--- src/rtl/wmtc_coord.sv ---
`timescale 1ns / 1ps
`default_nettype none
// ----------------------------------------------------------------------------
// Margin tile coordinate unit
// Works out the world tile under a screen pixel from scroll, fine offset and
// camera origin, wrapped to 16 bits per axis.
// ----------------------------------------------------------------------------
module wmtc_coord (
  input  wire logic [15:0]        scroll_h_i,
  input  wire logic [15:0]        scroll_v_i,
  input  wire logic signed [9:0]  pixel_x_i,
  input  wire logic [7:0]         pixel_y_i,
  input  wire logic [7:0]         fine_x_i,
  input  wire logic [7:0]         fine_y_i,
  input  wire logic [15:0]        cam_x_i,
  input  wire logic [15:0]        cam_y_i,
  output logic [15:0]             tile_x_o,
  output logic [15:0]             tile_y_o
);

  // Snap the fine origin modulo 32 to the window nearest the camera origin.
  // The distance is taken as a signed 5-bit value; at the tie it goes to +16
  // when the raw distance is not negative.
  function automatic logic [15:0] snap_axis(input logic [4:0] scroll_tile,
                                            input logic [7:0] fine_ofs,
                                            input logic [15:0] cam);
    logic [8:0]  fine;
    logic [17:0] delta;
    logic        pos_tie;
    logic [15:0] step;
    fine    = {4'b0, scroll_tile} + {1'b0, fine_ofs};
    delta   = {9'b0, fine} - {{2{cam[15]}}, cam};
    pos_tie = (delta[4:0] == 5'b10000) && !delta[17];
    step    = pos_tie ? 16'd16 : {{11{delta[4]}}, delta[4:0]};
    return cam + step;
  endfunction

  logic [15:0] origin_x;
  logic [15:0] origin_y;
  logic [17:0] pix_sum_x;
  logic [16:0] pix_sum_y;
  logic [15:0] ofs_x;
  logic [15:0] ofs_y;

  // Snap both axes
  assign origin_x = snap_axis(scroll_h_i[7:3], fine_x_i, cam_x_i);
  assign origin_y = snap_axis(scroll_v_i[7:3], fine_y_i, cam_y_i);

  // Floor-divided pixel offsets: floor((scroll + pixel) / 8) - scroll / 8
  // The horizontal sum spans -512 to 66046, so keep it as 18-bit signed
  assign pix_sum_x = {2'b0, scroll_h_i} + {{8{pixel_x_i[9]}}, pixel_x_i};
  assign pix_sum_y = {1'b0, scroll_v_i} + {9'b0, pixel_y_i};
  assign ofs_x = {pix_sum_x[17], pix_sum_x[17:3]} - {3'b0, scroll_h_i[15:3]};
  assign ofs_y = {2'b0, pix_sum_y[16:3]} - {3'b0, scroll_v_i[15:3]};

  assign tile_x_o = origin_x + ofs_x;
  assign tile_y_o = origin_y + ofs_y;

endmodule
`default_nettype wire

--- config.mk ---
export PLATFORM = sky130hd
export DESIGN_NAME = wmtc_coord
export DESIGN_NICKNAME = d
export VERILOG_FILES = /design/src/rtl/wmtc_coord.sv
export SDC_FILE = /design/constraint.sdc
export NUM_CORES = 1
export LEC_CHECK = 0
export ABC_CLOCK_PERIOD_IN_PS = 6800
export BUFFER_PORTS_ARGS = -buffer_cell sky130_fd_sc_hd__buf_4
export CAP_MARGIN = 15
export CORE_MARGIN = 2
export CORE_UTILIZATION = 52
export DETAILED_ROUTE_END_ITERATION = 6
export GPL_TIMING_DRIVEN = 0
export PLACE_DENSITY_LB_ADDON = 0.08
export SLEW_MARGIN = 0
export SYNTH_ARGS = -nofsm -noshare
export SYNTH_HDL_FRONTEND = slang
export SYNTH_SLANG_ARGS = --single-unit
--- constraint.sdc ---
create_clock -name vclk -period 6.8
set_clock_uncertainty 0.05 [all_clocks]
set_input_delay 0.68 -clock vclk [all_inputs]
set_output_delay 0.68 -clock vclk [all_outputs]
set_load 0.02 [all_outputs]
==> run metrics <==
status=completed; met1 usage=0.2440; # clk buffers=0; vias per cell=a little over 5; CP Capture Type=primary output; Placeable Area=about 9700 µm²; syn_area_per_cell=8.065 µm²; FMAX=about 150 MHz; setup tns final=0 ns; Max Slew Vio Count=0; largest net degree at the start of global routing=12; GR Overflow Total=0; sequential area share after synthesis=0; Hold Path Cell Cnt=3; Starting DRT DRC Count=48; placed wire-length estimate=~10,000 µm; commonest non-fill, non-tap cell in the layout=buf_4; WHS=1.691 ns; critical path arrival=roughly 5.8 ns; most frequent cells in the layout=buf_4 (134), inv_1 (122), ha_1 (92); seq_cells=0; worst-margin pin slew=a little under 0.5 ns; GR Util met2=0.3985; row count=36; Cells after DPL=about 900; Hold Path Origin=cam_x_i[0]; Slew HR=0.6696; GPL Wtd Cong=between 0.8 and 0.9; slowest CP cell=fa_1; Post-Synthesis Cells=about 640; first-pass iteration count of the detailed router=4; vias in the first global route=about 4,500; die width=103.4 µm; Ant. Diodes=0; initial core utilization=0.5305; port buffer count=128; Total Nets Final=approximately 1,000; type of the tightest min-delay check=input pin to primary output; hold buffer count at CTS=0; GRT Max-Usage Layer=met2; FILL cells=853; hold path endpoint=tile_x_o[0]; CP Launch Type=input pin; Mapped Area=slightly above 5000 µm²; Setup CP Type=input pin to primary output; Ys Warns=0; DRC errors left=0; DIE AREA=10,690 µm²; max incr delay on CP=approximately 0.5 ns; final hold violations=0; die height=slightly above 100 µm; Setup WS pre-CTS=-0.1000 ns; crit path max fanout=5; routed len/inst=about 12 µm; Area Growth Syn to Fin=25.21%; Net Count, Synth=just under 900; post-route antenna net violation count=0; Final setup viols=0; overall routing resource usage=0.2014; final worst path period need=around 6.6 ns; Post-Route WL=11,080 µm; Top Ports=130; non-filler cells, final=903; M3 GR Usage=0.01075; register area=0 µm²; layout cells sized above 1=0.2325; final worst setup slack=~0.25 ns; Final period util=0.9638; max-capacitance violation count=0; via count=between 4,000 and 5,000; first-pass GRT wire length=18,050 µm; initial antenna violation count=0; post-synthesis cell type count=64; WP data required=6.07 ns
-- timing repair --
action                                  CTS  global route
pin swaps                                 1             7
endpoints found under the setup margin    3             5
hold endpoints to repair                  0             0
resized for setup                         2            29
buffers inserted                          1             3
-- cells in the mapped netlist (7+ instances only) --
cell,n,area share
a211oi_1,8,0.012
a21o_1,18,0.026
a21oi_1,34,0.033
and2_1,10,0.012
fa_1,49,0.19
ha_1,95,0.23
inv_1,122,0.089
nand2_1,19,0.014
nand2b_1,9,0.011
nand3_1,7,0.0068
nor2_1,39,0.028
nor2b_1,16,0.019
nor3_1,18,0.018
o21a_1,7,0.010
o21ai_0,23,0.022
o21bai_1,7,0.010
xnor2_1,53,0.090
xor2_1,27,0.046
-- per-layer routing --
metal  part of all wire  routed length, µm  vias to the layer above
met2               0.53               5924                       91
met5                  0                  0                        -
met1               0.41               4590                     2152
met3              0.038                425                       12
li1                   -                  -                     2403
met4              0.012                137                        0
-- kinds of logic (layout without fill, tap and decap cells) --
logic type      after synthesis  in the layout  share of synthesized area
xor+xnor                     81             81                     0.1408
fa+ha+maj                   144            144                     0.4223
compound gates              133            133                     0.1817
mux                           5              5                    0.01023
simple gates                145            145                     0.1498
buf+inv                     129            262                    0.09523
-- worst max-delay path by stage --
stage / from / to / slack, ns / cells past startpoint
floorplan: scroll_v_i[3] / tile_y_o[15] / 0.005 / 25
global placement: scroll_v_i[4] / tile_y_o[15] / -0.79 / 25
detailed placement: scroll_h_i[3] / tile_x_o[15] / -0.10 / 24
CTS: scroll_h_i[3] / tile_x_o[15] / -0.0007 / 24
global route: scroll_v_i[4] / tile_y_o[15] / -0.007 / 26
finish: scroll_v_i[4] / tile_y_o[15] / 0.25 / 25
-- per-stage QoR --
stage / utilization / cell area, µm²
6_report: 0.6642 / 6432
5_1_grt: 0.6642 / 6432
4_1_cts: 0.6496 / 6291
3_5_place_dp: 0.6477 / 6272
3_3_place_gp: 0.6469 / 6265
2_1_floorplan: - / 5137
-- worst max-delay path, delay by kind of cell --
family                   cells  cell delay (ns)
AND/OR/NAND/NOR              3             0.57
buffers and inverters        4             0.44
AO/OA/AOI/OAI               10             2.03
adder cells (fa/ha/maj)      4             1.49
XOR/XNOR                     4             0.63
-- area by class of cell --
| type | count | area, µm² | share of cell area |
|---|---|---|---|
| Tap cell | 133 | 166.4 | 0.02587 |
| Multi-Input combinational cell | 508 | 4778 | 0.7429 |
| Timing Repair Buffer | 133 | 998.5 | 0.1552 |
| Buffer | 5 | 23.77 | 0.003696 |
| Inverter | 124 | 465.4 | 0.07236 |
Power is not shown: default switching activity piles up to over one toggle a cycle in this logic, so the estimate is an artifact.
